File: config.mk
export PLATFORM = sky130hd
export DESIGN_NAME = rsch_cfg
export DESIGN_NICKNAME = d
export VERILOG_FILES = /design/src/rtl/core/rsch_pkg.sv /design/src/rtl/core/rsch_cfg.sv
export SDC_FILE = /design/constraint.sdc
export NUM_CORES = 1
export LEC_CHECK = 0
export BUFFER_PORTS_ARGS = -buffer_cell sky130_fd_sc_hd__buf_2
export CORE_MARGIN = 10
export CORE_UTILIZATION = 25
export CTS_BUF_LIST = sky130_fd_sc_hd__clkbuf_2
export CTS_CLUSTER_DIAMETER = 60
export DETAILED_ROUTE_END_ITERATION = 10
export PLACE_DENSITY = 0.46
export SETUP_SLACK_MARGIN = 0.3
export SLEW_MARGIN = 30
export SYNTH_ARGS = -nofsm -noshare
export SYNTH_HDL_FRONTEND = slang
export SYNTH_SLANG_ARGS = --single-unit
File: constraint.sdc
create_clock -name clk -period 0.8 [get_ports clk]
set_input_delay 0.08 -clock clk [delete_from_list [all_inputs] [get_ports clk]]
set_output_delay 0.08 -clock clk [all_outputs]
set_load 0.02 [all_outputs]
File: src/rtl/core/rsch_pkg.sv
// ----------------------------------------------------------------------------
// rsch_pkg
// Shared constants, operation codes and interface types of the closest-hit unit.
// ----------------------------------------------------------------------------
package rsch_pkg;

    localparam int FRAC_BITS = 16;
    localparam int ID_BITS   = 16;

    localparam int W_CRD  = 32;
    localparam int W_DIR  = 18;
    localparam int W_RAD  = 31;
    localparam int W_IDX  = 3;
    localparam int W_TV   = W_CRD + 1;
    localparam int W_MOP  = W_TV;
    localparam int W_PROD = 2 * W_MOP;
    localparam int W_DOT  = 53;
    localparam int W_V    = W_DOT - FRAC_BITS;
    localparam int W_U    = 36;
    localparam int W_UH   = W_U / 2;
    localparam int W_CC   = 50;
    localparam int W_RR   = 46;
    localparam int W_VSQ  = 2 * W_U;
    localparam int W_VV   = W_VSQ - FRAC_BITS;
    localparam int W_DISC = 58;
    localparam int W_SQIN = 64;
    localparam int W_ROOT = W_SQIN / 2;
    localparam int SQ_STEPS = W_SQIN / 2;
    localparam int W_CNT  = $clog2(SQ_STEPS);
    localparam int W_T    = 38;

    localparam logic signed [W_CRD-1:0] NO_HIT = 32'sh7FFF_FFFF;
    localparam logic [W_DIR-1:0] DIR_Z_RESET   = 18'h1_0000;

    // configuration register indexes
    localparam logic [W_IDX-1:0] CFG_ORIGIN_X = 3'd0;
    localparam logic [W_IDX-1:0] CFG_ORIGIN_Y = 3'd1;
    localparam logic [W_IDX-1:0] CFG_ORIGIN_Z = 3'd2;
    localparam logic [W_IDX-1:0] CFG_DIR_X    = 3'd3;
    localparam logic [W_IDX-1:0] CFG_DIR_Y    = 3'd4;
    localparam logic [W_IDX-1:0] CFG_DIR_Z    = 3'd5;

    // multiplier operand selects
    localparam logic [3:0] MUL_NONE  = 4'd0;
    localparam logic [3:0] MUL_TD0   = 4'd1;
    localparam logic [3:0] MUL_TD1   = 4'd2;
    localparam logic [3:0] MUL_TD2   = 4'd3;
    localparam logic [3:0] MUL_TV0SQ = 4'd4;
    localparam logic [3:0] MUL_TV1SQ = 4'd5;
    localparam logic [3:0] MUL_TV2SQ = 4'd6;
    localparam logic [3:0] MUL_RSQ   = 4'd7;
    localparam logic [3:0] MUL_ULL   = 4'd8;
    localparam logic [3:0] MUL_UHL   = 4'd9;
    localparam logic [3:0] MUL_UHH   = 4'd10;
    localparam logic [3:0] MUL_TP0   = 4'd11;
    localparam logic [3:0] MUL_TP1   = 4'd12;
    localparam logic [3:0] MUL_TP2   = 4'd13;

    // product accumulate selects
    localparam logic [3:0] ACC_NONE    = 4'd0;
    localparam logic [3:0] ACC_DOT_LD  = 4'd1;
    localparam logic [3:0] ACC_DOT_ADD = 4'd2;
    localparam logic [3:0] ACC_CC_LD   = 4'd3;
    localparam logic [3:0] ACC_CC_ADD  = 4'd4;
    localparam logic [3:0] ACC_RR_LD   = 4'd5;
    localparam logic [3:0] ACC_VV_LD   = 4'd6;
    localparam logic [3:0] ACC_VV_MID  = 4'd7;
    localparam logic [3:0] ACC_VV_HI   = 4'd8;
    localparam logic [3:0] ACC_PT0     = 4'd9;
    localparam logic [3:0] ACC_PT1     = 4'd10;
    localparam logic [3:0] ACC_PT2     = 4'd11;

    typedef struct packed {
        logic [2:0][W_CRD-1:0] org;
        logic [2:0][W_DIR-1:0] dir;
    } cfg_t;

    typedef struct packed {
        logic             accept;
        logic [3:0]       mul_op;
        logic [3:0]       acc_op;
        logic             disc_ld;
        logic             sq_step;
        logic [W_CNT-1:0] sq_idx;
        logic             t_ld;
        logic             out_ld;
    } cmd_t;

    typedef struct packed {
        logic hit;
        logic upd;
        logic out_free;
    } sts_t;

endpackage

File: src/rtl/core/rsch_cfg.sv
// ----------------------------------------------------------------------------
// rsch_cfg
// Ray origin and direction registers behind the configuration write channel.
// ----------------------------------------------------------------------------
module rsch_cfg (
    input  logic                          clk,
    input  logic                          rst_n,
    input  logic                          cfg_valid,
    output logic                          cfg_ready,
    input  logic [rsch_pkg::W_IDX-1:0]    cfg_index,
    input  logic [rsch_pkg::W_CRD-1:0]    cfg_data,
    output rsch_pkg::cfg_t                cfg
);
    import rsch_pkg::*;

    cfg_t cfg_reg;
    cfg_t cfg_next;

    assign cfg_ready = 1'b1;
    assign cfg       = cfg_reg;

    always_comb
    begin
        cfg_next = cfg_reg;
        if (cfg_valid)
        begin
            case (cfg_index)
                CFG_ORIGIN_X: cfg_next.org[0] = cfg_data;
                CFG_ORIGIN_Y: cfg_next.org[1] = cfg_data;
                CFG_ORIGIN_Z: cfg_next.org[2] = cfg_data;
                CFG_DIR_X:    cfg_next.dir[0] = cfg_data[W_DIR-1:0];
                CFG_DIR_Y:    cfg_next.dir[1] = cfg_data[W_DIR-1:0];
                CFG_DIR_Z:    cfg_next.dir[2] = cfg_data[W_DIR-1:0];
                default:      cfg_next = cfg_reg;
            endcase
        end
    end

    always_ff @(posedge clk or negedge rst_n)
    begin
        if (!rst_n)
        begin
            cfg_reg.org    <= '0;
            cfg_reg.dir[0] <= '0;
            cfg_reg.dir[1] <= '0;
            cfg_reg.dir[2] <= DIR_Z_RESET;
        end
        else
        begin
            cfg_reg <= cfg_next;
        end
    end

endmodule

==> results of run 1 <==
layout by cell type (no fill, tap or decap), types with 2 or more instances in the layout:
master / n
nor4bb_4: 3
dfrtp_1: 77
dfrtp_2: 72
buf_6: 209
clkbuf_2: 19
buf_4: 11
dlygate4sd3_1: 33
mux2_2: 46
buf_2: 36
mux2_4: 103
buf_12: 11
clkinvlp_4: 5
bufinv_16: 3
nand4b_2: 2
inv_6: 3
timing repair:
item / in CTS / in global routing
setup endpoints to repair: 300 / 344
hold endpoints to repair: 300 / 272
pin swaps: 0 / 0
gates resized for setup: 360 / 41
buffers inserted: 31 / 26
hold buffers: 37 / 1
worst max-delay path by stage:
stage	end	slack, ns	cells past startpoint
global placement	cfg[100]	-0.60	4
finish	cfg[52]	-0.66	1
detailed placement	cfg[74]	-0.63	4
global route	cfg[125]	-0.84	2
CTS	cfg[52]	-0.77	1
floorplan	cfg[119]	-0.44	5
metal layers:
metal / GRT usage, % / routed length, microns / vias to the layer above
met5: 0 / 0 / -
met4: 3.55 / 147 / 0
met3: 4.75 / 1260 / 8
met2: 20.0 / 9090 / 115
met1: 14.6 / 7690 / 2029
li1: - / - / 1745
stage by stage:
| stage | setup TNS, ns | setup slack, ns | instances | instance area, sq um | hold WS, ns |
|---|---|---|---|---|---|
| floorplan | -51.90 | -0.436 | 324 | 6040 | -0.216 |
| global placement | -78.47 | -0.601 | 801 | 7480 | -0.0276 |
| detailed placement | -81.01 | -0.629 | 801 | 7480 | -0.0256 |
| CTS | -113.71 | -0.774 | 901 | 9530 | -0.0932 |
| global route | -119.61 | -0.841 | 925 | 9850 | -0.103 |
| finish | -91.73 | -0.665 | 925 | 9850 | 0.0269 |
power by group through the flow:
| stage | Combinational, W | Sequential (W) | Clock (W) |
|---|---|---|---|
| final | 0.0106 | 0.0109 | 0.00485 |
| after global placement | 0.00678 | 0.0105 | 0 |
| after detailed placement | 0.00685 | 0.0105 | 0 |
| after CTS | 0.00993 | 0.0108 | 0.00511 |
| after floorplan | 0.00199 | 0.0125 | 0 |
| after global routing | 0.0111 | 0.0111 | 0.00548 |
logic make-up (layout without fill, tap and decap cells):
kind of cell           Yosys count  count (layout)  share of synthesized area (%)
buffers and inverters           17             332                           2.77
flip-flops                     150             150                           66.0
multiplexers                   150             150                           29.7
other                            1               2                         0.0659
AND/OR/NAND/NOR                  6               6                           1.47
cell type report:
class                      instances  share of cell area, %
sequential                       150                   39.0
timing repair buffer             300                   32.2
multi-input combinational        157                   22.4
tap                              285                   3.62
clock inverter                    13                   1.77
clock buffer                      19                  0.966
antenna                            1                 0.0254
==> results.txt, run 1 <==
Sw Pwr = 0.00868 W
post-synthesis cell count = 324
dominant synthesized flop cell = dfrtp_1
DRC viols = 0
area of the multi-input gates = 2210 sq um
failing checks = setup timing
crit-path cells = buf_6
total congestion overflow = 0
drt total wl = 18,200 microns
worst min path class = primary input to flop
CTS root buffer = clkbuf_2
Top Ports = 189
Synth Cell Area = 5690 sq um
fin. max-slew vios = 0
CP bufs+invs = 1
critical path arrival = 1.38 ns
Tmin final = 1.46 ns
P_int = 0.0176 W
Core ar. = 22,500 sq um
initial antenna violation count = 1
HP Start = cfg_index[0]
final total power = 0.0263 W
Post-layout nets = 664
Slowest Stage Delay on Critical Path = 0.59 ns
asr flop ratio synth = 100%
PD cells = 2670 nW/um^2
hold path depth = 4
Clock power frac = 18.4%
RSZ-0062 raised after global routing = true
Comb pwr share = 40.3%
H-tree Lvls = 4
FF/Latch Area = 3840 sq um
reg2reg end = cfg[67]
layout overhead on the synthesized area = 73.1%
crit-path leading delay family = flip-flops
vias in the first global route = 4,442
largest fanout on the critical path = 2
total of max-cap violations = 0
number of synthesized flops with an enable pin = 0
Vias/cell = 4.21
Worst R2R Path Depth = 3
WL/cell = 19.7 microns
sequential share of power = 41.3%
synth top area cells = dfrtp_1, mux2_2, buf_6
Synth cell types = 11
largest net degree at the start of global routing = 34
number of flip-flops in the largest register = 150
Reg2Reg Setup Slack = -0.23 ns
clk_lat worst skew = 0.67 ns
# port buffers = 187
worst endpoint required time = 0.72 ns
Min-Delay Endpoint = cfg[66]
DIE AREA = 29,200 sq um
most frequent cells after synthesis = dfrtp_1, mux2_2, buf_6
Max Clock Freq = 683 MHz
Worst Setup SP = cfg[52]
reg2reg start = cfg[67]
# fillers = 1,968
Synth Warn # = 0
Num CTS Buffers = 17
crit path launch type = flop
switching part of the total = 33.0%
Final Util = 43.8%
Initial Utilization = 25.3%
Die Span Y = 171 microns
fraction of layout cells with a size suffix above 1 = 82.5%
top cell type's share of synthesized area = 65.5%
antenna violation net count after detailed routing = 0
clock tree buffer depth = 2
CTS tree = built
register area share after synthesis = 66.0%
Mean Syn Cell Area = 17.6 sq um
Yosys reg bits = 150
via count = 3,897
first-pass GRT wire length = 27,000 microns
status = finished, violations left
All-Layer GR Usage = 12.2%
setup violators final = 234
static leakage = 4.61 nW
critical path class = flop to primary output
HPWL Detailed = 11,800 microns
final hold vios = 0
Worst Setup End Kind = primary output
gp weighted congestion = 0.726
Synth area leader = dfrtp_1
Worst Skew = 0 ns
setup slack after layout = -0.665 ns
drt first-iter violations = 179
worst vdd ir = 1130 uV
crit path max-delay cell type = dfstp_2
Worst-path clk slew = 0.28 ns
row cnt = 55
Clock Sinks = 150
first-pass iteration count of the detailed router = 4
Final period util = 183%
Die X-Extent = 171 microns
syn nets = 362
most common cell in the netlist = dfrtp_1
Note: power is estimated with default switching activity, not from simulation.
==> run 2: changes to the inputs <==
Settings changed: CTS_BUF_LIST sky130_fd_sc_hd__clkbuf_2 to unset.
==> run 2 against run 1 <==
  * Clock-buffer cell count unchanged
  * Worst hold slack worse by 0.50 ns
  * Critical path type unchanged
  * Highest routed layer unchanged
  * Power increased by 16%
  * Utilization up 5.1 points
  * Setup slack improved by 0.32 ns
  * Critical path depth did not move
  * Final area increased by 12%
  * The run ends with hold timing, setup timing left
  * Sequential power about the same
  * Flip-flop and latch count stayed put
  * Cell count rose by 2.2%
  * Sequential share of layout area shrank 4.1 points
==> results.txt, run 2 (synthesized netlist as in run 1, its figures left out) <==
worst endpoint required time = 0.72 ns (about the same)
Comb pwr share = 36.7% (was 40.3%)
area of the multi-input gates = 2340 sq um (was 2210 sq um)
total congestion overflow = 0 (unchanged)
final total power = 0.0305 W (was 0.0263 W)
# fillers = 1,875 (was 1,968)
All-Layer GR Usage = 14.1% (was 12.2%)
Die Span Y = 171 microns (unchanged)
largest net degree at the start of global routing = 34 (unchanged)
placed cells = 801 (unchanged)
smallest hold slack = -0.468 ns (was 0.0269 ns)
static leakage = 5.15 nW (was 4.61 nW)
clk_lat worst skew = 0.41 ns (was 0.67 ns)
antenna violation net count after detailed routing = 0 (unchanged)
setup slack after layout = -0.340 ns (was -0.665 ns)
setup violators final = 292 (was 234)
Sw Pwr = 0.00922 W (was 0.00868 W)
Tmin final = 1.14 ns (was 1.46 ns)
crit-path leading delay family = flip-flops (unchanged)
via count = 4,000 (was 3,897)
total of max-cap violations = 0 (unchanged)
ant diodes = 0 (was 1)
H-tree Lvls = 4 (unchanged)
Num CTS Buffers = 17 (unchanged)
dpl cell area = 7480 sq um (unchanged)
switching part of the total = 30.2% (was 33.0%)
fraction of layout cells with a size suffix above 1 = 87.9% (was 82.5%)
Max Clock Freq = 877 MHz (was 683 MHz)
WL/cell = 22.2 microns (was 19.7 microns)
Worst-path clk slew = 0.07 ns (was 0.28 ns)
Post-layout nets = 685 (was 664)
DRC viols = 0 (unchanged)
Worst Setup End Kind = primary output (unchanged)
crit path max-delay cell type = dfstp_2 (unchanged)
DIE AREA = 29,200 sq um (unchanged)
Core ar. = 22,500 sq um (unchanged)
Clock power frac = 27.5% (was 18.4%)
Vias/cell = 4.23 (was 4.21)
Post-Layout Cell Count = 945 (was 925)
layout overhead on the synthesized area = 93.2% (was 73.1%)
final hold vios = 244 (was 0)
gp weighted congestion = 0.726 (unchanged)
FF/Latch Area = 3840 sq um (unchanged)
crit path launch type = flop (unchanged)
failing checks = hold timing, setup timing (was setup timing)
clock tree buffer depth = 2 (unchanged)
sequential share of power = 35.8% (was 41.3%)
CTS root buffer = clkbuf_16 (was clkbuf_2)
CTS tree = built (unchanged)
drt total wl = 21,000 microns (was 18,200 microns)
critical path arrival = 1.06 ns (was 1.38 ns)
most common cell after layout, fill and taps aside = buf_6 (unchanged)
CP bufs+invs = 1 (unchanged)
RSZ-0062 raised after global routing = true (unchanged)
vias in the first global route = 4,598 (was 4,442)
worst vdd ir = 1210 uV (was 1130 uV)
most frequent cells in the layout = buf_6, mux2_4, dfrtp_1 (unchanged)
Slowest Stage Delay on Critical Path = 0.54 ns (was 0.59 ns)
Worst Skew = 0 ns (unchanged)
Final period util = 142% (was 183%)
crit-path cells = buf_6 (unchanged)
drt first-iter violations = 179 (unchanged)
Clock Sinks = 150 (unchanged)
Placement Setup Slack = -0.629 ns (unchanged)
Initial Utilization = 25.3% (unchanged)
worst min path class = primary input to async pin (was primary input to flop)
PD cells = 2780 nW/um^2 (was 2670 nW/um^2)
status = finished, violations left (unchanged)
first-pass GRT wire length = 30,300 microns (was 27,000 microns)
first-pass iteration count of the detailed router = 4 (unchanged)
post-route cell area = 11,000 sq um (was 9850 sq um)
P_int = 0.0213 W (was 0.0176 W)
number of flip-flops in the largest register = 150 (unchanged)
row cnt = 55 (unchanged)
# port buffers = 187 (unchanged)
Top Ports = 189 (unchanged)
Die X-Extent = 171 microns (unchanged)
HPWL Detailed = 11,800 microns (unchanged)
fin. max-slew vios = 0 (unchanged)
initial antenna violation count = 0 (was 1)
critical path class = flop to primary output (unchanged)
largest fanout on the critical path = 2 (unchanged)
-- run 2: cell count changes in the layout (fill, tap and decap cells not counted), moves of 4 or more --
cell and delta:
dlygate4sd3_1 -33, buf_4 +10, buf_6 +16, mux2_4 +30, buf_12 +12, mux2_2 -29, clkbuf_16 +20, buf_2 -4
buf_16 +16, clkbuf_2 -19
-- run 2: cell type report --
type                    count  share of cell area (%)
clock buffers              19                    3.94
clock inverters            13                    1.58
multi-input cells         157                    21.3
flip-flops and latches    150                    35.0
well taps                 285                    3.24
repair buffers            321                    35.0
-- run 2: final timing paths --
path / from / end / slack, ns / cells after the start
min: rst_n / cfg[96] / -0.47 / 1
max reg2reg: cfg[67] / cfg[67] / -0.21 / 3
min in group clk: cfg_data[28] / cfg[82] / -0.07 / 2
min reg2reg: cfg[84] / cfg[84] / 0.53 / 1
max: cfg[52] / cfg[52] / -0.34 / 1
max in group asynchronous: rst_n / cfg[18] / 0.75 / 2
-- run 2: metal layers --
layer  wire, microns  GRT usage [%]
met1            8980           17.2
met2           10700           23.6
met3            1190           4.31
met4             142           3.63
met5               0              0
-- run 2: power by group through the flow --
stage | clock [W] | combinational, W | sequential (W)
final | 0.00839 | 0.0112 | 0.0109
after global routing | 0.00903 | 0.0118 | 0.0111
after CTS | 0.00864 | 0.0103 | 0.0109
after detailed placement | 0 | 0.00685 | 0.0105
after global placement | 0 | 0.00678 | 0.0105
after floorplan | 0 | 0.00199 | 0.0125
-- run 2: timing repair --
item                                   CTS  global route
gates resized for setup                439            46
pin swaps                                5             1
buffers inserted                        54            39
endpoints found under the hold margin  280           258
cloned                                  17             2
setup endpoints to repair              300           300
-- run 2: per-stage QoR --
step	utilization (%)	setup TNS, ns	hold WS (ns)
floorplan	-	-51.90	-0.216
global route	48.8	-62.11	-0.482
finish	48.8	-54.19	-0.468
CTS	46.5	-55.47	-0.481
global placement	33.2	-78.47	-0.0276
detailed placement	33.2	-81.01	-0.0256
