### config.mk
export PLATFORM = sky130hd
export DESIGN_NAME = rsch_ctrl
export DESIGN_NICKNAME = d
export VERILOG_FILES = /design/src/rtl/core/rsch_pkg.sv /design/src/rtl/core/rsch_ctrl.sv
export SDC_FILE = /design/constraint.sdc
export NUM_CORES = 1
export LEC_CHECK = 0
export ABC_CLOCK_PERIOD_IN_PS = 4800
export BUFFER_PORTS_ARGS = -buffer_cell sky130_fd_sc_hd__buf_2
export CAP_MARGIN = 20
export CORE_MARGIN = 5
export CORE_UTILIZATION = 45
export CTS_CLUSTER_SIZE = 30
export DETAILED_ROUTE_END_ITERATION = 16
export PLACE_DENSITY = 0.79
export SLEW_MARGIN = 20
export SYNTH_ARGS = -nofsm -noshare
export SYNTH_HDL_FRONTEND = slang
export SYNTH_SLANG_ARGS = --single-unit
### constraint.sdc
create_clock -name clk -period 4.8 [get_ports clk]
set_input_delay 0.24 -clock clk [delete_from_list [all_inputs] [get_ports clk]]
set_output_delay 0.24 -clock clk [all_outputs]
set_load 0.1 [all_outputs]
### src/rtl/core/rsch_pkg.sv
// ----------------------------------------------------------------------------
// rsch_pkg
// Shared constants, operation codes and interface types of the closest-hit unit.
// ----------------------------------------------------------------------------
package rsch_pkg;

    localparam int FRAC_BITS = 16;
    localparam int ID_BITS   = 16;

    localparam int W_CRD  = 32;
    localparam int W_DIR  = 18;
    localparam int W_RAD  = 31;
    localparam int W_IDX  = 3;
    localparam int W_TV   = W_CRD + 1;
    localparam int W_MOP  = W_TV;
    localparam int W_PROD = 2 * W_MOP;
    localparam int W_DOT  = 53;
    localparam int W_V    = W_DOT - FRAC_BITS;
    localparam int W_U    = 36;
    localparam int W_UH   = W_U / 2;
    localparam int W_CC   = 50;
    localparam int W_RR   = 46;
    localparam int W_VSQ  = 2 * W_U;
    localparam int W_VV   = W_VSQ - FRAC_BITS;
    localparam int W_DISC = 58;
    localparam int W_SQIN = 64;
    localparam int W_ROOT = W_SQIN / 2;
    localparam int SQ_STEPS = W_SQIN / 2;
    localparam int W_CNT  = $clog2(SQ_STEPS);
    localparam int W_T    = 38;

    localparam logic signed [W_CRD-1:0] NO_HIT = 32'sh7FFF_FFFF;
    localparam logic [W_DIR-1:0] DIR_Z_RESET   = 18'h1_0000;

    // configuration register indexes
    localparam logic [W_IDX-1:0] CFG_ORIGIN_X = 3'd0;
    localparam logic [W_IDX-1:0] CFG_ORIGIN_Y = 3'd1;
    localparam logic [W_IDX-1:0] CFG_ORIGIN_Z = 3'd2;
    localparam logic [W_IDX-1:0] CFG_DIR_X    = 3'd3;
    localparam logic [W_IDX-1:0] CFG_DIR_Y    = 3'd4;
    localparam logic [W_IDX-1:0] CFG_DIR_Z    = 3'd5;

    // multiplier operand selects
    localparam logic [3:0] MUL_NONE  = 4'd0;
    localparam logic [3:0] MUL_TD0   = 4'd1;
    localparam logic [3:0] MUL_TD1   = 4'd2;
    localparam logic [3:0] MUL_TD2   = 4'd3;
    localparam logic [3:0] MUL_TV0SQ = 4'd4;
    localparam logic [3:0] MUL_TV1SQ = 4'd5;
    localparam logic [3:0] MUL_TV2SQ = 4'd6;
    localparam logic [3:0] MUL_RSQ   = 4'd7;
    localparam logic [3:0] MUL_ULL   = 4'd8;
    localparam logic [3:0] MUL_UHL   = 4'd9;
    localparam logic [3:0] MUL_UHH   = 4'd10;
    localparam logic [3:0] MUL_TP0   = 4'd11;
    localparam logic [3:0] MUL_TP1   = 4'd12;
    localparam logic [3:0] MUL_TP2   = 4'd13;

    // product accumulate selects
    localparam logic [3:0] ACC_NONE    = 4'd0;
    localparam logic [3:0] ACC_DOT_LD  = 4'd1;
    localparam logic [3:0] ACC_DOT_ADD = 4'd2;
    localparam logic [3:0] ACC_CC_LD   = 4'd3;
    localparam logic [3:0] ACC_CC_ADD  = 4'd4;
    localparam logic [3:0] ACC_RR_LD   = 4'd5;
    localparam logic [3:0] ACC_VV_LD   = 4'd6;
    localparam logic [3:0] ACC_VV_MID  = 4'd7;
    localparam logic [3:0] ACC_VV_HI   = 4'd8;
    localparam logic [3:0] ACC_PT0     = 4'd9;
    localparam logic [3:0] ACC_PT1     = 4'd10;
    localparam logic [3:0] ACC_PT2     = 4'd11;

    typedef struct packed {
        logic [2:0][W_CRD-1:0] org;
        logic [2:0][W_DIR-1:0] dir;
    } cfg_t;

    typedef struct packed {
        logic             accept;
        logic [3:0]       mul_op;
        logic [3:0]       acc_op;
        logic             disc_ld;
        logic             sq_step;
        logic [W_CNT-1:0] sq_idx;
        logic             t_ld;
        logic             out_ld;
    } cmd_t;

    typedef struct packed {
        logic hit;
        logic upd;
        logic out_free;
    } sts_t;

endpackage

### src/rtl/core/rsch_ctrl.sv
// ----------------------------------------------------------------------------
// rsch_ctrl
// Sequencer: multiply schedule, square root iterations, best update, output.
// ----------------------------------------------------------------------------
module rsch_ctrl (
    input  logic            clk,
    input  logic            rst_n,
    input  logic            in_valid,
    output logic            in_ready,
    input  rsch_pkg::sts_t  sts,
    output rsch_pkg::cmd_t  cmd
);
    import rsch_pkg::*;

    localparam logic [2:0] ST_IDLE  = 3'd0;
    localparam logic [2:0] ST_MUL   = 3'd1;
    localparam logic [2:0] ST_DISC  = 3'd2;
    localparam logic [2:0] ST_SQRT  = 3'd3;
    localparam logic [2:0] ST_TVAL  = 3'd4;
    localparam logic [2:0] ST_POINT = 3'd5;
    localparam logic [2:0] ST_DONE  = 3'd6;

    localparam logic [W_CNT-1:0] MUL_LAST = W_CNT'(10);
    localparam logic [W_CNT-1:0] SQ_LAST  = W_CNT'(SQ_STEPS - 1);
    localparam logic [W_CNT-1:0] PT_LAST  = W_CNT'(3);

    logic [2:0]       state_reg;
    logic [2:0]       state_next;
    logic [W_CNT-1:0] cnt_reg;
    logic [W_CNT-1:0] cnt_next;

    assign in_ready = (state_reg == ST_IDLE);

    always_comb
    begin
        state_next  = state_reg;
        cnt_next    = cnt_reg;
        cmd         = '0;
        cmd.mul_op  = MUL_NONE;
        cmd.acc_op  = ACC_NONE;
        cmd.sq_idx  = cnt_reg;
        case (state_reg)
            ST_IDLE:
            begin
                if (in_valid)
                begin
                    cmd.accept = 1'b1;
                    state_next = ST_MUL;
                    cnt_next   = '0;
                end
            end
            ST_MUL:
            begin
                // product of step n is accumulated in step n+1
                case (cnt_reg)
                    5'd0:    begin cmd.mul_op = MUL_TD0;   cmd.acc_op = ACC_NONE;    end
                    5'd1:    begin cmd.mul_op = MUL_TD1;   cmd.acc_op = ACC_DOT_LD;  end
                    5'd2:    begin cmd.mul_op = MUL_TD2;   cmd.acc_op = ACC_DOT_ADD; end
                    5'd3:    begin cmd.mul_op = MUL_TV0SQ; cmd.acc_op = ACC_DOT_ADD; end
                    5'd4:    begin cmd.mul_op = MUL_TV1SQ; cmd.acc_op = ACC_CC_LD;   end
                    5'd5:    begin cmd.mul_op = MUL_TV2SQ; cmd.acc_op = ACC_CC_ADD;  end
                    5'd6:    begin cmd.mul_op = MUL_RSQ;   cmd.acc_op = ACC_CC_ADD;  end
                    5'd7:    begin cmd.mul_op = MUL_ULL;   cmd.acc_op = ACC_RR_LD;   end
                    5'd8:    begin cmd.mul_op = MUL_UHL;   cmd.acc_op = ACC_VV_LD;   end
                    5'd9:    begin cmd.mul_op = MUL_UHH;   cmd.acc_op = ACC_VV_MID;  end
                    5'd10:   begin cmd.mul_op = MUL_NONE;  cmd.acc_op = ACC_VV_HI;   end
                    default: begin cmd.mul_op = MUL_NONE;  cmd.acc_op = ACC_NONE;    end
                endcase
                if (cnt_reg == MUL_LAST)
                begin
                    state_next = ST_DISC;
                    cnt_next   = '0;
                end
                else
                begin
                    cnt_next = cnt_reg + 1'b1;
                end
            end
            ST_DISC:
            begin
                cmd.disc_ld = 1'b1;
                cnt_next    = '0;
                state_next  = sts.hit ? ST_SQRT : ST_TVAL;
            end
            ST_SQRT:
            begin
                cmd.sq_step = 1'b1;
                if (cnt_reg == SQ_LAST)
                begin
                    state_next = ST_TVAL;
                    cnt_next   = '0;
                end
                else
                begin
                    cnt_next = cnt_reg + 1'b1;
                end
            end
            ST_TVAL:
            begin
                cmd.t_ld   = 1'b1;
                cnt_next   = '0;
                state_next = sts.upd ? ST_POINT : ST_DONE;
            end
            ST_POINT:
            begin
                case (cnt_reg)
                    5'd0:    begin cmd.mul_op = MUL_TP0;  cmd.acc_op = ACC_NONE; end
                    5'd1:    begin cmd.mul_op = MUL_TP1;  cmd.acc_op = ACC_PT0;  end
                    5'd2:    begin cmd.mul_op = MUL_TP2;  cmd.acc_op = ACC_PT1;  end
                    5'd3:    begin cmd.mul_op = MUL_NONE; cmd.acc_op = ACC_PT2;  end
                    default: begin cmd.mul_op = MUL_NONE; cmd.acc_op = ACC_NONE; end
                endcase
                if (cnt_reg == PT_LAST)
                begin
                    state_next = ST_DONE;
                    cnt_next   = '0;
                end
                else
                begin
                    cnt_next = cnt_reg + 1'b1;
                end
            end
            ST_DONE:
            begin
                if (sts.out_free)
                begin
                    cmd.out_ld = 1'b1;
                    state_next = ST_IDLE;
                end
            end
            default:
            begin
                state_next = ST_IDLE;
            end
        endcase
    end

    always_ff @(posedge clk or negedge rst_n)
    begin
        if (!rst_n)
        begin
            state_reg <= ST_IDLE;
            cnt_reg   <= '0;
        end
        else
        begin
            state_reg <= state_next;
            cnt_reg   <= cnt_next;
        end
    end

endmodule

==> summary.txt, run 1 <==
CTS
  – CTS tree: yes
  – Clock Tree Buf Depth: 2
  – CTS Root Cell: clkbuf_4
  – # hold bufs at CTS: 1
  – Clock sink total: 8
  – # resized after CTS: 0
  – CTS clock-pin slew for the worst setup and hold paths: 50 ps
  – Post-CTS Setup Repair Bufs: 0
  – Worst skew pair latency: about 240 ps
  – H-Tree Level Count: 1
  – CTS buffer count: 3

Floorplanning
  – Initial Util: 46.61%
  – I/O pin cnt: 25
  – Core Box Area: about 1900 µm²
  – Cell Rows: 16
  – Chip height: 54.62 µm
  – Die Width: ~55 µm
  – Die area: a little under 3000 µm²

Logic synthesis
  – Post-synth top area cell: dfrtp_1
  – Syn_nets: between 100 and 150
  – EDFF count, synth: 0
  – Synth Cell Area: 895.9 µm²
  – Synth Instances: approximately 110
  – Mapped Avg Cell Area: 7.928 µm²
  – Netlist cell types: 40
  – #FFs+latches synth: 8
  – Post-synth top cells: nand2_1 (11), nor2_1 (11), inv_1 (9)
  – Sequential share of the synthesized area: between 20% and 30%
  – Synth top area cells: dfrtp_1 (22%), ha_1 (11%), nand2_1 (4.6%), nor2_1 (4.6%), o21ai_0 (3.9%)
  – Syn. warnings: 0
  – Synth Flop Type: dfrtp_1
  – Asr flop ratio synth: 100.0%
  – Post-synth top area share: between 20% and 30%

Global routing
  – Global-route wire length before repair: approximately 3500 µm
  – Vias in the first global route: between 800 and 900
  – Antenna violations before repair: 0
  – GRT Overall Usage: between 15 and 20%
  – Grt total ovfl: 0
  – Pin count of the biggest net entering global routing: 20

Setup path
  – Reg-to-reg endpoint: cnt_reg[3]
  – CP endpoint kind: primary output
  – Reg2reg setup slack: 2540 ps
  – Launching point of the worst reg2reg path: cnt_reg[1]
  – Crit start category: register
  – WP data arrival: roughly 2200 ps
  – Crit path max-delay cell type: dfrtp_1
  – Critical Path Fanout Max: 16
  – CP max stage delay: 530 ps
  – Cell chain of the critical path: nand2b_1, or3_1, nor4_2, a221o_1, buf_2
  – Worst setup path start: state_reg[1]
  – WP data required: approximately 4600 ps
  – Reg2reg path depth: 7
  – Critical path class: register to primary output

Detailed routing
  – DRC: 0
  – Post-DRT Antenna Nets: 0
  – Routed WL: ~2300 µm
  – DR WL/cell: 14.31 µm
  – DR pass1 iterations: 4
  – Vias per inst: about 5.6
  – Initial drt markers: 28
  – Routed via count: 891

Timing
  – Max Clock Skew: about 2.7 ps
  – Max Freq: just over 0.4 GHz
  – Final setup vio count: 0
  – RSZ-0062 raised after global routing: no
  – Slew Limit Headroom: between 50% and 60%
  – Post-layout min period: about 2500 ps
  – Max Slew Vio Count: 0
  – Worst-margin pin slew: approximately 660 ps
  – Period utilization: about half
  – Final hold vios: 0
  – Setup TNS: 0 ps

Final layout
  – Nets@finish: 149
  – Non-filler instance count after layout: between 150 and 200
  – # diodes: 0
  – Area Overhead vs Synth: 15.64%
  – Max FFs per register: 5
  – Share of cells above drive strength 1: roughly 26%
  – Cell area after layout: between 1000 and 1500 µm²

Worst hold path
  – Worst hold path class: primary input to async pin

Job
  – Max Cap Viol: 0

Placement
  – Count of input and output buffers: 24
  – Dpl cells: 156
  – Hpwl dp: ~1800 µm
  – Placer Congestion: 0.8483
  – Placed inst area: approximately 1000 µm²

Run status
  – Status: finished clean
==> layout make-up <==
cell class / count / area, µm²
fill: 189 / 885.9
multi-input combinational: 88 / 615.6
sequential: 8 / 200.2
timing repair buffer: 25 / 130.1
inverter: 9 / 33.78
tap: 27 / 33.78
clock buffer: 3 / 22.52
==> placed cells by master (no fill, tap or decap), drive strengths merged, types with 3 or more instances in the layout <==
cell type	n
dfrtp	8
a21oi	3
inv	9
nor3	5
nand2b	3
clkbuf	3
nand2	11
buf	24
nor2	11
ha	8
o21ai	10
o211ai	3
==> critical path, delay by kind of cell, from the launching register on <==
family                 cells  cell delay (ps)
DFF                        1              530
AOI/OAI and AO/OA          1              140
buffers and inverters      1              420
and+or+nand+nor            3              900
==> cells by family after synthesis <==
logic type                 count (synthesis)  share of synthesized area, %
buffers and inverters                     17                         8.939
adders and majority gates                  8                         11.17
AOI/OAI and AO/OA                         31                         25.42
and+or+nand+nor                           46                         28.91
muxes                                      2                         2.235
DFF                                        8                         22.35
xor gates and xnor gates                   1                        0.9778
==> through the flow <==
step | hold WS (ps) | setup WS, ps | utilization [%]
global route | 369.7 | 2213 | 53.91
finish | 363.5 | 2320 | 53.91
global placement | 86.08 | 2626 | 52.21
floorplan | -55.59 | 646.6 | -
detailed placement | 83.77 | 2574 | 52.21
CTS | 349.2 | 2303 | 53.91
==> worst max path at each step <==
stage,depth (start not counted),slack [ps],end
5_1_grt,5,2210,cmd[9]
6_report,5,2320,cmd[9]
4_1_cts,5,2300,cmd[9]
2_1_floorplan,4,650,cmd[12]
3_3_place_gp,5,2630,cmd[9]
3_5_place_dp,7,2570,cnt_reg[3]
==> routing by layer <==
layer | vias to the layer above | routed length (µm) | GRT usage [%] | part of all wire, %
li1 | 446 | - | - | -
met3 | 0 | 111 | 1.362 | 4.8
met5 | - | 0 | 0 | 0
met1 | 423 | 1051 | 19.73 | 46
met4 | 0 | 0 | 6.224 | 0
met2 | 22 | 1127 | 27.36 | 49
Power of run 1 is left out: the tool's default activity adds up to more than one toggle a clock period on the data nets, which glitch-free logic cannot reach.
==> run 2: changes to the inputs <==
--- a/config.mk
+++ b/config.mk
@@ -5,14 +5,14 @@
 export SDC_FILE = /design/constraint.sdc
 export NUM_CORES = 1
 export LEC_CHECK = 0
-export ABC_CLOCK_PERIOD_IN_PS = 4800
+export ABC_CLOCK_PERIOD_IN_PS = 2100
 export BUFFER_PORTS_ARGS = -buffer_cell sky130_fd_sc_hd__buf_2
 export CAP_MARGIN = 20
 export CORE_MARGIN = 5
 export CORE_UTILIZATION = 45
 export CTS_CLUSTER_SIZE = 30
 export DETAILED_ROUTE_END_ITERATION = 16
-export PLACE_DENSITY = 0.79
+export PLACE_DENSITY = 0.82
 export SLEW_MARGIN = 20
 export SYNTH_ARGS = -nofsm -noshare
 export SYNTH_HDL_FRONTEND = slang
==> constraint.sdc (replaced) <==
create_clock -name clk -period 2.1 [get_ports clk]
set_input_delay 0.105 -clock clk [delete_from_list [all_inputs] [get_ports clk]]
set_output_delay 0.105 -clock clk [all_outputs]
set_load 0.1 [all_outputs]
==> summary.txt, run 2 (synthesis results as in run 1) <==
Run status
  – Status: finished clean

Floorplanning
  – Die Width: 54.62 µm (unchanged)
  – Chip height: 54.62 µm (unchanged)
  – Core Box Area: 1922 µm² (unchanged)
  – I/O pin cnt: 25 (unchanged)
  – Die area: 2983 µm² (unchanged)
  – Initial Util: 46.61% (unchanged)
  – Cell Rows: 16 (unchanged)

Worst hold path
  – HP Start: in_valid
  – Hold EP: state_reg[1]
  – Worst hold path class: primary input to register
  – Hold Crit Depth: 3

Setup path
  – WP data arrival: 1930 ps (-310 ps)
  – Critical path class: register to primary output
  – Crit start category: register
  – Reg-to-reg endpoint: cnt_reg[3]
  – Reg2reg path depth: 7 (unchanged)
  – Reg2reg setup slack: 100 ps (-2440 ps)
  – WP data required: 2000 ps (-2560 ps)
  – Critical Path Fanout Max: 7 (-9)
  – Launching point of the worst reg2reg path: cnt_reg[1]
  – CP endpoint kind: primary output

Placement
  – Dpl ws: 30.65 ps (-2543 ps)
  – Dpl cells: 163 (+4.5%)
  – Hpwl dp: 1941 µm (+7.4%)
  – Placer Congestion: 0.9550 (+13%)
  – Count of input and output buffers: 24 (unchanged)

Timing
  – Max Slew Vio Count: 0 (unchanged)
  – Slew Limit Headroom: 67.64% (+11 points)
  – Setup TNS: 0 ps (unchanged)
  – Final worst setup slack: 66.77 ps (-2253 ps)
  – Final setup vio count: 0 (unchanged)
  – Post-layout min period: about 2000 ps
  – RSZ-0062 raised after global routing: yes
  – Worst-margin pin slew: 488.7 ps (-167.9 ps)
  – Max Clock Skew: 1.083 ps (-1.573 ps)
  – Period utilization: a little over nine tenths
  – Max Freq: ~0.5 GHz
  – Final hold vios: 0 (unchanged)

Global routing
  – GRT Overall Usage: 18.64% (+2.9 points)
  – Pin count of the biggest net entering global routing: 19 (-5.0%)
  – Global-route wire length before repair: 4029 µm (+15%)
  – Antenna violations before repair: 0 (unchanged)
  – Vias in the first global route: 900 (+7.4%)
  – Grt total ovfl: 0 (unchanged)

Detailed routing
  – Post-DRT Antenna Nets: 0 (unchanged)
  – DRC: 0 (unchanged)
  – Routed WL: 2641 µm (+15%)
  – Vias per inst: 5.698 (+2.3%)
  – DR WL/cell: 15.63 µm (+9.2%)
  – DR pass1 iterations: 5 (+1)
  – Routed via count: 963 (+8.1%)
  – Initial drt markers: 41 (+46%)

Final layout
  – Non-filler instance count after layout: 169 (+5.6%)
  – Multi-input combinational cell area: 725.7 µm² (+18%)
  – Fillers: 156 (-17%)
  – Register area: 219.0 µm² (+9.4%)
  – Share of cells above drive strength 1: 46.48% (+21 points)
  – Area Overhead vs Synth: 50.56%
  – Most frequent cells in the layout: buf_2 (16), nand2_1 (11), nor2_1 (10)
  – Max FFs per register: 5 (unchanged)
  – Layout Utilization: 70.18% (+16 points)
  – Most common cell after layout, fill and taps aside: buf_2
  – Nets@finish: 157 (+5.4%)
  – # diodes: 0 (unchanged)

CTS
  – Worst skew pair latency: 250 ps (about the same)
  – Clock Tree Buf Depth: 2 (unchanged)
  – CTS clock-pin slew for the worst setup and hold paths: 60 ps (about the same)
  – Clock sink total: 8 (unchanged)
  – CTS tree: yes
  – CTS Root Cell: clkbuf_4
  – CTS buffer count: 3 (unchanged)
  – H-Tree Level Count: 1 (unchanged)

Job
  – Max Cap Viol: 0 (unchanged)
-- run 2: changes by cell type in the layout (fill, tap and decap cells not counted), moves of 5 or more --
cell and delta:
buf_12 +8, buf_2 -8, buf_4 +8, dfrtp_1 -5, dfrtp_4 +5
-- run 2: how the worst max path moves through the flow --
stage | start | to | slack [ps] | cells past startpoint
2_1_floorplan | cnt_reg[4] | cmd[16] | -650 | 3
3_3_place_gp | cnt_reg[0] | cnt_reg[3] | 120 | 7
3_5_place_dp | cnt_reg[0] | cnt_reg[3] | 30 | 7
4_1_cts | cnt_reg[0] | cnt_reg[3] | 2 | 7
5_1_grt | cnt_reg[0] | cmd[12] | -10 | 7
6_report | cnt_reg[0] | cmd[12] | 70 | 7
-- run 2: cell type report --
class                   count  area share [%]
clock buffers               4           1.948
inverters                   9           2.505
well taps                  27           2.505
repair buffers             33           23.01
multi-input cells          88           53.80
flip-flops and latches      8           16.23
-- run 2: layer usage --
metal / track usage (%) / vias to the layer above / wire length [µm]
li1: - / 465 / -
met1: 23.79 / 454 / 1135
met2: 31.30 / 40 / 1327
met3: 1.907 / 4 / 152
met4: 8.299 / 0 / 25
met5: 0 / - / 0
-- run 2: repair_timing --
action / in CTS / in global routing
hold buffers: 1 / 0
gates resized for setup: 4 / 7
buffers inserted: 1 / 0
pin swaps: 2 / 3
endpoints found under the setup margin: 1 / 6
endpoints found under the hold margin: 8 / 0
-- run 2: worst max-delay path: stages (launching register included) --
cell and delay [ps]:
dfrtp_4 480, buf_4 170, inv_2 90, ha_4 150
and4bb_2 270, mux2i_2 110, o21ai_2 190, buf_12 190
-- run 2: per-stage QoR --
stage / hold slack, ps / area, µm²
6_report: 210.4 / 1349
2_1_floorplan: -190.6 / 1001
3_5_place_dp: -35.98 / 1260
5_1_grt: 219.4 / 1349
4_1_cts: 201.5 / 1320
3_3_place_gp: -45.31 / 1260
Power of run 2 is left out for the same reason.
